===== src/hbc_pkg.sv =====
// Shared types, constants and code functions for the Hamming(8,4) byte codec.
package hbc_pkg;

	localparam logic [7:0] Cw7Mask = 8'h7F;

	// Results one input item leaves behind; a single result sits in res1.
	typedef struct packed {
		logic [7:0] res0;
		logic [7:0] res1;
		logic       two;
		logic       blk_end;
		logic       odd;
	} pair_t;

	// Codeword bits 6..0: p1 p2 d3 p4 d2 d1 d0, bit 7 even parity over 6..0.
	function automatic logic [7:0] make_codeword(input logic [3:0] nib);
		logic q1;
		logic q2;
		logic q4;
		logic [6:0] low7;
		q1 = nib[3] ^ nib[2] ^ nib[0];
		q2 = nib[3] ^ nib[1] ^ nib[0];
		q4 = nib[2] ^ nib[1] ^ nib[0];
		low7 = {q1, q2, nib[3], q4, nib[2], nib[1], nib[0]};
		return {^low7, low7};
	endfunction

	// Single-error correction by syndrome; bit 7 is not checked.
	function automatic logic [3:0] fix_codeword(input logic [7:0] word);
		logic [6:0] w;
		logic [2:0] syn;
		w = 7'(word & Cw7Mask);
		syn[0] = w[6] ^ w[4] ^ w[2] ^ w[0];
		syn[1] = w[5] ^ w[4] ^ w[1] ^ w[0];
		syn[2] = w[3] ^ w[2] ^ w[1] ^ w[0];
		if (syn != 3'd0) begin
			w = w ^ (7'd1 << (3'd7 - syn));
		end
		return {w[4], w[2], w[1], w[0]};
	endfunction

endpackage


===== src/hbc_emit.sv =====
// Result stage and output register: sends one or two results per loaded item.
module hbc_emit (
	input  logic          clk,
	input  logic          arst_n,
	input  logic          push,
	input  hbc_pkg::pair_t push_data,
	output logic          can_load,
	output logic          out_valid,
	input  logic          out_ready,
	output logic [7:0]    result_byte,
	output logic          last_of_run,
	output logic          block_done,
	output logic          odd_length
);
	import hbc_pkg::*;

	pair_t pair_s1;
	logic  valid_s1;
	logic  phase_s1;
	logic  emit;
	logic  final_emit;

	assign emit       = valid_s1 && (!out_valid || out_ready);
	assign final_emit = emit && (!pair_s1.two || phase_s1);
	assign can_load   = !valid_s1 || final_emit;

	always_ff @(posedge clk or negedge arst_n) begin
		if (!arst_n) begin
			valid_s1  <= 1'b0;
			phase_s1  <= 1'b0;
			out_valid <= 1'b0;
		end else begin
			if (push) begin
				valid_s1 <= 1'b1;
				phase_s1 <= 1'b0;
			end else if (final_emit) begin
				valid_s1 <= 1'b0;
			end else if (emit) begin
				phase_s1 <= 1'b1;
			end
			if (emit) begin
				out_valid <= 1'b1;
			end else if (out_ready) begin
				out_valid <= 1'b0;
			end
		end
	end

	always_ff @(posedge clk) begin
		if (push) begin
			pair_s1 <= push_data;
		end
		if (emit) begin
			if (final_emit) begin
				result_byte <= pair_s1.res1;
				last_of_run <= 1'b1;
				block_done  <= pair_s1.blk_end;
				odd_length  <= pair_s1.odd;
			end else begin
				result_byte <= pair_s1.res0;
				last_of_run <= 1'b0;
				block_done  <= 1'b0;
				odd_length  <= 1'b0;
			end
		end
	end

	// a new item only lands when the held one is on its last transfer
	assert property (@(posedge clk) disable iff (!arst_n)
		(valid_s1 && !final_emit) |-> !can_load)
		else $error("item loaded over a pending result");

	assert property (@(posedge clk) disable iff (!arst_n)
		(out_valid && !last_of_run) |-> (!block_done && !odd_length))
		else $error("first half flagged as block end");

	assert property (@(posedge clk) disable iff (!arst_n)
		(out_valid && odd_length) |-> (result_byte == 8'd0 && block_done && last_of_run))
		else $error("odd-length result malformed");

	assert property (@(posedge clk) disable iff (!arst_n)
		(emit && !final_emit) |=> (valid_s1 && phase_s1))
		else $error("second codeword lost");

endmodule


===== src/hamming_8_4_byte_codec.sv =====
// Top level of the Hamming(8,4) byte codec.
// Input channel (in_valid/in_ready): data_byte and block_end. Output channel
// (out_valid/out_ready): result_byte, last_of_run, block_done, odd_length.
// Config channel (cfg_valid/cfg_ready): mode, 0 encodes, 1 decodes; always ready.
// The user must write it only while the block is idle; the block does not enforce it.
// A write also drops a half-decoded pair. Encode: each byte gives two codewords,
// high nibble first, one per cycle unless out_ready stalls; the single output
// register sets the input to one byte per two codewords. Decode: one codeword per
// cycle unless stalled; every second one gives a byte, a block ending on an unpaired
// codeword gives a zero result with odd_length set. The result stage loads at the
// input transfer and feeds the output register whenever that register is free.
// A stalled receiver holds the output register; the result stage behind it
// then holds one more item, and in_ready drops until space frees up.
// Reset clears mode to encode, the held nibble, and all valid flags.
module hamming_8_4_byte_codec (
	input  logic       clk,
	input  logic       arst_n,
	input  logic       in_valid,
	output logic       in_ready,
	input  logic [7:0] data_byte,
	input  logic       block_end,
	output logic       out_valid,
	input  logic       out_ready,
	output logic [7:0] result_byte,
	output logic       last_of_run,
	output logic       block_done,
	output logic       odd_length,
	input  logic       cfg_valid,
	output logic       cfg_ready,
	input  logic       mode
);
	import hbc_pkg::*;

	logic       mode_q;
	logic [3:0] held_q;
	logic       half_q;
	logic       in_fire;
	logic       cfg_fire;
	logic       load_valid;
	logic       can_load;
	logic [3:0] nib;
	pair_t      load_data;

	assign cfg_ready = 1'b1;
	assign cfg_fire  = cfg_valid && cfg_ready;
	assign in_ready  = can_load;
	assign in_fire   = in_valid && in_ready;
	assign nib       = fix_codeword(data_byte);

	always_comb begin
		load_valid        = 1'b0;
		load_data.res0    = make_codeword(data_byte[7:4]);
		load_data.res1    = make_codeword(data_byte[3:0]);
		load_data.two     = 1'b1;
		load_data.blk_end = block_end;
		load_data.odd     = 1'b0;
		if (!mode_q) begin
			load_valid = 1'b1;
		end else if (!half_q) begin
			load_valid     = block_end;
			load_data.res1 = 8'd0;
			load_data.two  = 1'b0;
			load_data.odd  = 1'b1;
		end else begin
			load_valid     = 1'b1;
			load_data.res1 = {held_q, nib};
			load_data.two  = 1'b0;
		end
	end

	always_ff @(posedge clk or negedge arst_n) begin
		if (!arst_n) begin
			mode_q <= 1'b0;
			held_q <= 4'd0;
			half_q <= 1'b0;
		end else if (cfg_fire) begin
			mode_q <= mode;
			held_q <= 4'd0;
			half_q <= 1'b0;
		end else if (in_fire && mode_q) begin
			if (!half_q && !block_end) begin
				held_q <= nib;
				half_q <= 1'b1;
			end else begin
				held_q <= 4'd0;
				half_q <= 1'b0;
			end
		end
	end

	hbc_emit u_emit (
		.clk         (clk),
		.arst_n      (arst_n),
		.push        (in_fire && load_valid),
		.push_data   (load_data),
		.can_load    (can_load),
		.out_valid   (out_valid),
		.out_ready   (out_ready),
		.result_byte (result_byte),
		.last_of_run (last_of_run),
		.block_done  (block_done),
		.odd_length  (odd_length)
	);

	// pairing state only lives in decode mode
	assert property (@(posedge clk) disable iff (!arst_n)
		!mode_q |-> (!half_q && held_q == 4'd0))
		else $error("pair state held in encode mode");

	assert property (@(posedge clk) disable iff (!arst_n)
		(in_fire && mode_q && half_q) |=> !half_q)
		else $error("pair not closed by second codeword");

endmodule

===== config.mk =====
export PLATFORM = sky130hd
export DESIGN_NAME = hamming_8_4_byte_codec
export DESIGN_NICKNAME = d
export VERILOG_FILES = /design/src/hbc_pkg.sv /design/src/hbc_emit.sv /design/src/hamming_8_4_byte_codec.sv
export SDC_FILE = /design/constraint.sdc
export NUM_CORES = 1
export LEC_CHECK = 0
export BUFFER_PORTS_ARGS = -buffer_cell sky130_fd_sc_hd__buf_4
export CORE_AREA = 2 2 61 63
export DETAILED_ROUTE_END_ITERATION = 8
export DIE_AREA = 0 0 63 65
export GPL_TIMING_DRIVEN = 1
export HOLD_SLACK_MARGIN = 0.15
export PLACE_DENSITY_LB_ADDON = 0.2
export SLEW_MARGIN = 5
export SYNTH_ARGS = -nofsm -noshare
export SYNTH_HDL_FRONTEND = slang
export SYNTH_HIERARCHICAL = 1
export SYNTH_SLANG_ARGS = --single-unit

===== constraint.sdc =====
create_clock -name clk -period 5.4 [get_ports clk]
set_clock_uncertainty 0.1 [all_clocks]
set_input_delay 0.54 -clock clk [delete_from_list [all_inputs] [get_ports clk]]
set_output_delay 0.54 -clock clk [all_outputs]
set_load 0.05 [all_outputs]

Word level (Yosys, flattened, before mapping)
Cells that the tools add are included.
{"block": "word_totals", "register_bits": 39, "input_bits": 15, "word_cells": 82, "output_inout_bits": 14}
{"block": "op_classes", "add_sub_neg": 1, "eq_ne": 1, "shift": 1, "bitwise": 21, "reduce_logical": 22, "n_mux": 21}
{"operator": "XOR 1 bit", "n": 20}
{"operator": "2-to-1 mux 9 bit", "n": 2}
{"operator": "2-to-1 mux 1 bit", "n": 14}
{"operator": "parity 7 bit", "n": 2}
{"operator": "2-to-1 mux 4 bit", "n": 3}
{"operator": "2-to-1 mux 8 bit", "n": 1}
{"operator": "nonzero test 2 bit", "n": 4}
{"operator": "logical AND 1 bit", "n": 6}
{"operator": "logical NOT 1 bit", "n": 5}
{"operator": "2-to-1 mux 5 bit", "n": 1}
{"operator": "<< shifter 1 x 3 -> 5 bit, first input constant", "n": 1}
{"operator": "XOR 5 bit", "n": 1}
{"operator": "logical OR 1 bit", "n": 3}
{"operator": "nonzero test 3 bit", "n": 1}
{"operator": "subtractor 3 bit, first input constant", "n": 1}
{"operator": "!= test 2 x 1 -> 1 bit, second input constant", "n": 1}
{"operator": "AND reduction 2 bit", "n": 1}

Longest topological paths before layout
{"block": "logic_depth", "ltp_word": 10, "ltp_mapped": 8, "mapped_depth_nobuf": 7}

Modules after synthesis
The synthesis kept the hierarchy.
{"module": "hbc_emit", "area_each_um2": 1181.1, "instances": 1, "cells_each": 54, "seq_area_each_um2": 975.9}
{"module": "hamming_8_4_byte_codec", "area_each_um2": 840.8, "instances": 1, "cells_each": 100, "seq_area_each_um2": 150.1}

Worst setup path after synthesis
OpenSTA, ideal clock, no wires.
{"block": "synth_timing", "path_kind": "register to register", "start": "reg u_emit.out_valid", "end": "reg u_emit/pair_s1[0] (netlist bit), enable pin", "stages_incl_launch_ff": 6, "arrival_time_ps": 2057, "path_buffers": 1, "required_time_ps": 4921, "period_less_slack_ps": 2536, "setup_ps": 379, "setup_slack_ps": 2864, "cell_sequence": "dfrtp_1 nand2b_2 nand3_2 buf_6 nand2_1 and3_1"}
{"block": "synth_via", "elab_chain_cells": 7}
{"element": "start: declaration", "line": "hbc_emit.sv:8", "rtl": "output logic out_valid,"}
{"element": "start signal: assignment", "line": "hbc_emit.sv:31", "rtl": "out_valid <= 1'b0;"}
{"element": "start signal: assignment", "line": "hbc_emit.sv:42", "rtl": "out_valid <= 1'b1;"}
{"element": "start signal: assignment", "line": "hbc_emit.sv:44", "rtl": "out_valid <= 1'b0;"}
{"element": "logical NOT 1 bit", "line": "hbc_emit.sv:23", "rtl": "assign emit = valid_s1 && (!out_valid || out_ready);"}
{"element": "logical OR 1 bit", "line": "hbc_emit.sv:23"}
{"element": "logical AND 1 bit", "line": "hbc_emit.sv:23"}
{"element": "logical AND 1 bit", "line": "hbc_emit.sv:24", "rtl": "assign final_emit = emit && (!pair_s1.two || phase_s1);"}
{"element": "logical OR 1 bit", "line": "hbc_emit.sv:25", "rtl": "assign can_load = !valid_s1 || final_emit;"}
{"element": "net in_ready", "line": "hamming_8_4_byte_codec.sv:19", "rtl": "output logic in_ready,"}
{"element": "logical AND 1 bit", "line": "hamming_8_4_byte_codec.sv:47", "rtl": "assign in_fire = in_valid && in_ready;"}
{"element": "logical AND 1 bit", "line": "hamming_8_4_byte_codec.sv:94", "rtl": ".push (in_fire && load_valid),"}
{"element": "end signal: assignment", "line": "hbc_emit.sv:51", "rtl": "pair_s1 <= push_data;"}
{"element": "end: declaration", "line": "hbc_emit.sv:17", "rtl": "pair_t pair_s1;"}
The timed path passes the listed nets, and every way through them passes these cells.
A chain may end at the register's enable or synchronous reset.

Final worst setup path
{"block": "layout_timing", "start": "reg u_emit/pair_s1[2] (netlist bit)", "end": "reg u_emit/pair_s1[16] (netlist bit), enable pin"}
{"block": "layout_via", "elab_chain_cells": 6}
{"element": "logical NOT 1 bit", "line": "hbc_emit.sv:24"}
{"element": "logical OR 1 bit", "line": "hbc_emit.sv:24"}
{"element": "logical AND 1 bit", "line": "hbc_emit.sv:24"}
{"element": "logical OR 1 bit", "line": "hbc_emit.sv:25"}
{"element": "logical AND 1 bit", "line": "hamming_8_4_byte_codec.sv:47"}
{"element": "logical AND 1 bit", "line": "hamming_8_4_byte_codec.sv:94"}
No other way between the ends.

==> reports/metrics.yaml <==
outcome: "complete, no violations"
dieWidth_um: 63
powerDensity_nw_per_um2: 443
drt_iter0_drc: 53
routedWlPerCell_um: 15.2
row_count: 22
crit_chain: "nand2b_2 > nand3_2 > nand2_1 > and3_1"
r2r_cells: 4
netSwitchingFraction: 0.384
cp_top_family: "simple AND/OR/NAND/NOR gates"
core_um2: 3500
clock_sinks: 39
yosys-top-cells-count: "edfxtp_1, xnor2_1, nand2_1, dfrtp_1, mux2_4"
cts_tree: "yes"
p_leak_nw: 0.879
power.total_mw: 1.01
grt_max_degree: 22
ios: 29
crit_path_end_kind: "register"
crit_type: "reg2reg"
worstPathMaxFanout: 21
die_area_um2: 4100
syn_inst: 154
hold_path_startpoint: "block_end"
finalHoldViolCount: 0
peakVddDrop_mv: 0.160
synth.area.top_cells: "edfxtp_1, dfrtp_1, xnor2_1, mux2_4, xor2_1"
remaining_drc_errors: 0
worstMarginPinSlew_ps: 833
yosysMostFrequentCell: "edfxtp_1"
period_needed_ps: 2270
avgSynthCellArea_um2: 13.1
fill_cells: 274
relSlewSlack: 0.445
post_dp_cell_area_um2: 2220
worstPathRequired_ps: 5250
synthFlopType: "edfxtp_1"
start_kind: "register"
place.gp.congestion: 0.876
via_count: 1284
netSwitchingPower_uw: 387
synth_edf_count: 30
synth_seq_cells: 39
grt_pass1_vias: 1201
p_int_uw: 621
drt_wl_total_um: 3490
hp-class: "in2reg"
fmax_mhz: 441
drtAntennaViolNets: 0
syn_nets: 169
ys_async_sr_fraction: 0.231
setup_tns_ps: 0
r2r_start: "u_emit/pair_s1[2]"
area_growth_pct: 12.7
synthDistinctLibCells: 48
final_nets: 196
final_area_um2: 2280
start_util: 0.578
die_y_um: 65
post-route-period-util: 0.420
cp_num_buf_inv: 0
cpMaxStageDelayCell: "and3_1"
clockPowerShare: 0.137
drv_slew: 0
multi_input_area_um2: 812
grt_antenna_before_repair: 0
seqPwrFrac: 0.454
syn_area_um2: 2020
clock-root-buffer: "clkbuf_4"
clockBufferDepth: 2
crit_arrival_ps: 2120
seq_area_frac_synth: 0.557
vias_per_cell: 5.58
cts_resized: 0
grt.overflow.total: 0
grt_first_pass_wirelength_um: 5750
yosysWarnings: 6
synth_top_area_share: 0.446
crit_cells: 4
maxCapViolations: 0
startpoint: "u_emit/pair_s1[2]"
rsz0062_at_grt: "false"
synth_top_area_cell: "edfxtp_1"
hold_depth: 1
port_buffers: 27
cts_hold_buf: 1
cts_setup_buffers: 0
setup_viol_count_final: 0
clk_latency_ps: 330
fin_hold_ws_ps: 292
path_clk_slew_ps: 120
cp_slowest_stage_delay_ps: 730
seq_area_um2: 1130
num_antenna_cells: 0
dr.pass1.iters: 4
dpl.hpwl_um: 2640
power.share.combinational: 0.409
htree_levels: 2
numCtsBuffers: 5
grtUsageTotal: 0.188
drive_gt1_frac: 0.291
sequential cells by signal, indices dropped and copies added (netlist names):
signal and flops:
u_emit/pair_s1 19, u_emit/phase_s1 1, u_emit/last_of_run 1, u_emit/block_done 1, u_emit/out_valid 1, held_q 4
u_emit/result_byte 8, half_q 1, u_emit/odd_length 1, u_emit/valid_s1 1, mode_q 1
per-layer routing:
metal	vias up	track usage	part of all wire
met5	-	0	0
met4	0	0.0667	0.0077
met3	2	0.0399	0.036
met2	28	0.335	0.51
met1	631	0.224	0.44
li1	623	-	-
cells by family after synthesis:
| family | synth area share |
|---|---|
| xor+xnor | 0.115 |
| mux | 0.0575 |
| buf+inv | 0.0415 |
| compound gates | 0.104 |
| other cells | 0.00185 |
| simple gates | 0.123 |
| flops | 0.557 |
placed cells by master (no fill, tap or decap), drive strengths merged, types with 2 or more instances in the layout:
| cell type | netlist | final |
|---|---|---|
| o21ai | 4 | 4 |
| buf | 8 | 27 |
| inv | 4 | 4 |
| dfrtp | 9 | 9 |
| nand2b | 3 | 3 |
| edfxtp | 30 | 30 |
| nor3 | 6 | 6 |
| nor2 | 5 | 5 |
| a22o | 3 | 3 |
| o31ai | 2 | 2 |
| o2111ai | 2 | 2 |
| nand3 | 5 | 5 |
| and3 | 4 | 4 |
| mux2 | 8 | 8 |
| clkinv | 1 | 2 |
| xor2 | 6 | 6 |
| a31oi | 2 | 2 |
| nand2 | 11 | 11 |
| xnor2 | 18 | 18 |
| clkbuf | 0 | 7 |
| or2 | 2 | 2 |
| o211ai | 4 | 4 |
path summary, 6_finish.rpt:
kind | end | slack, ps
worst max-delay path | u_emit/pair_s1[16] | 3130
worst min-delay path | u_emit/pair_s1[1] | 290
worst max register to register | u_emit/pair_s1[16] | 3130
worst min register to register | u_emit/phase_s1 | 400
max in group asynchronous | u_emit/out_valid | 4580
min in group asynchronous | half_q | 470
worst register-to-register path: cells and delay by family (launching register included):
kind / cells / cell delay [ps]
DFF: 1 / 430
and+or+nand+nor: 4 / 1360
power by group through the flow:
| stage | clock network [mW] | registers (mW) | logic, mW |
|---|---|---|---|
| 2_1_floorplan | 0 | 0.585 | 0.197 |
| 6_report | 0.138 | 0.458 | 0.413 |
| 4_1_cts | 0.143 | 0.459 | 0.416 |
| 3_3_place_gp | 0 | 0.463 | 0.409 |
| 3_5_place_dp | 0 | 0.465 | 0.415 |
| 5_1_grt | 0.157 | 0.465 | 0.437 |
metrics by stage:
| stage | worst slack [ps] | util | std cells |
|---|---|---|---|
| floorplan | 2860 | - | 154 |
| global placement | 2960 | 0.635 | 221 |
| detailed placement | 2860 | 0.635 | 221 |
| CTS | 3090 | 0.652 | 230 |
| global route | 2920 | 0.652 | 230 |
| finish | 3130 | 0.652 | 230 |
layout make-up:
type / count / area share
flip-flops and latches: 39 / 0.494
multi-input cells: 102 / 0.356
repair buffers: 28 / 0.0933
well taps: 48 / 0.0263
clock buffers: 7 / 0.0198
inverters: 5 / 0.00823
clock inverters: 1 / 0.00220
Power figures use the tool's default switching activity.
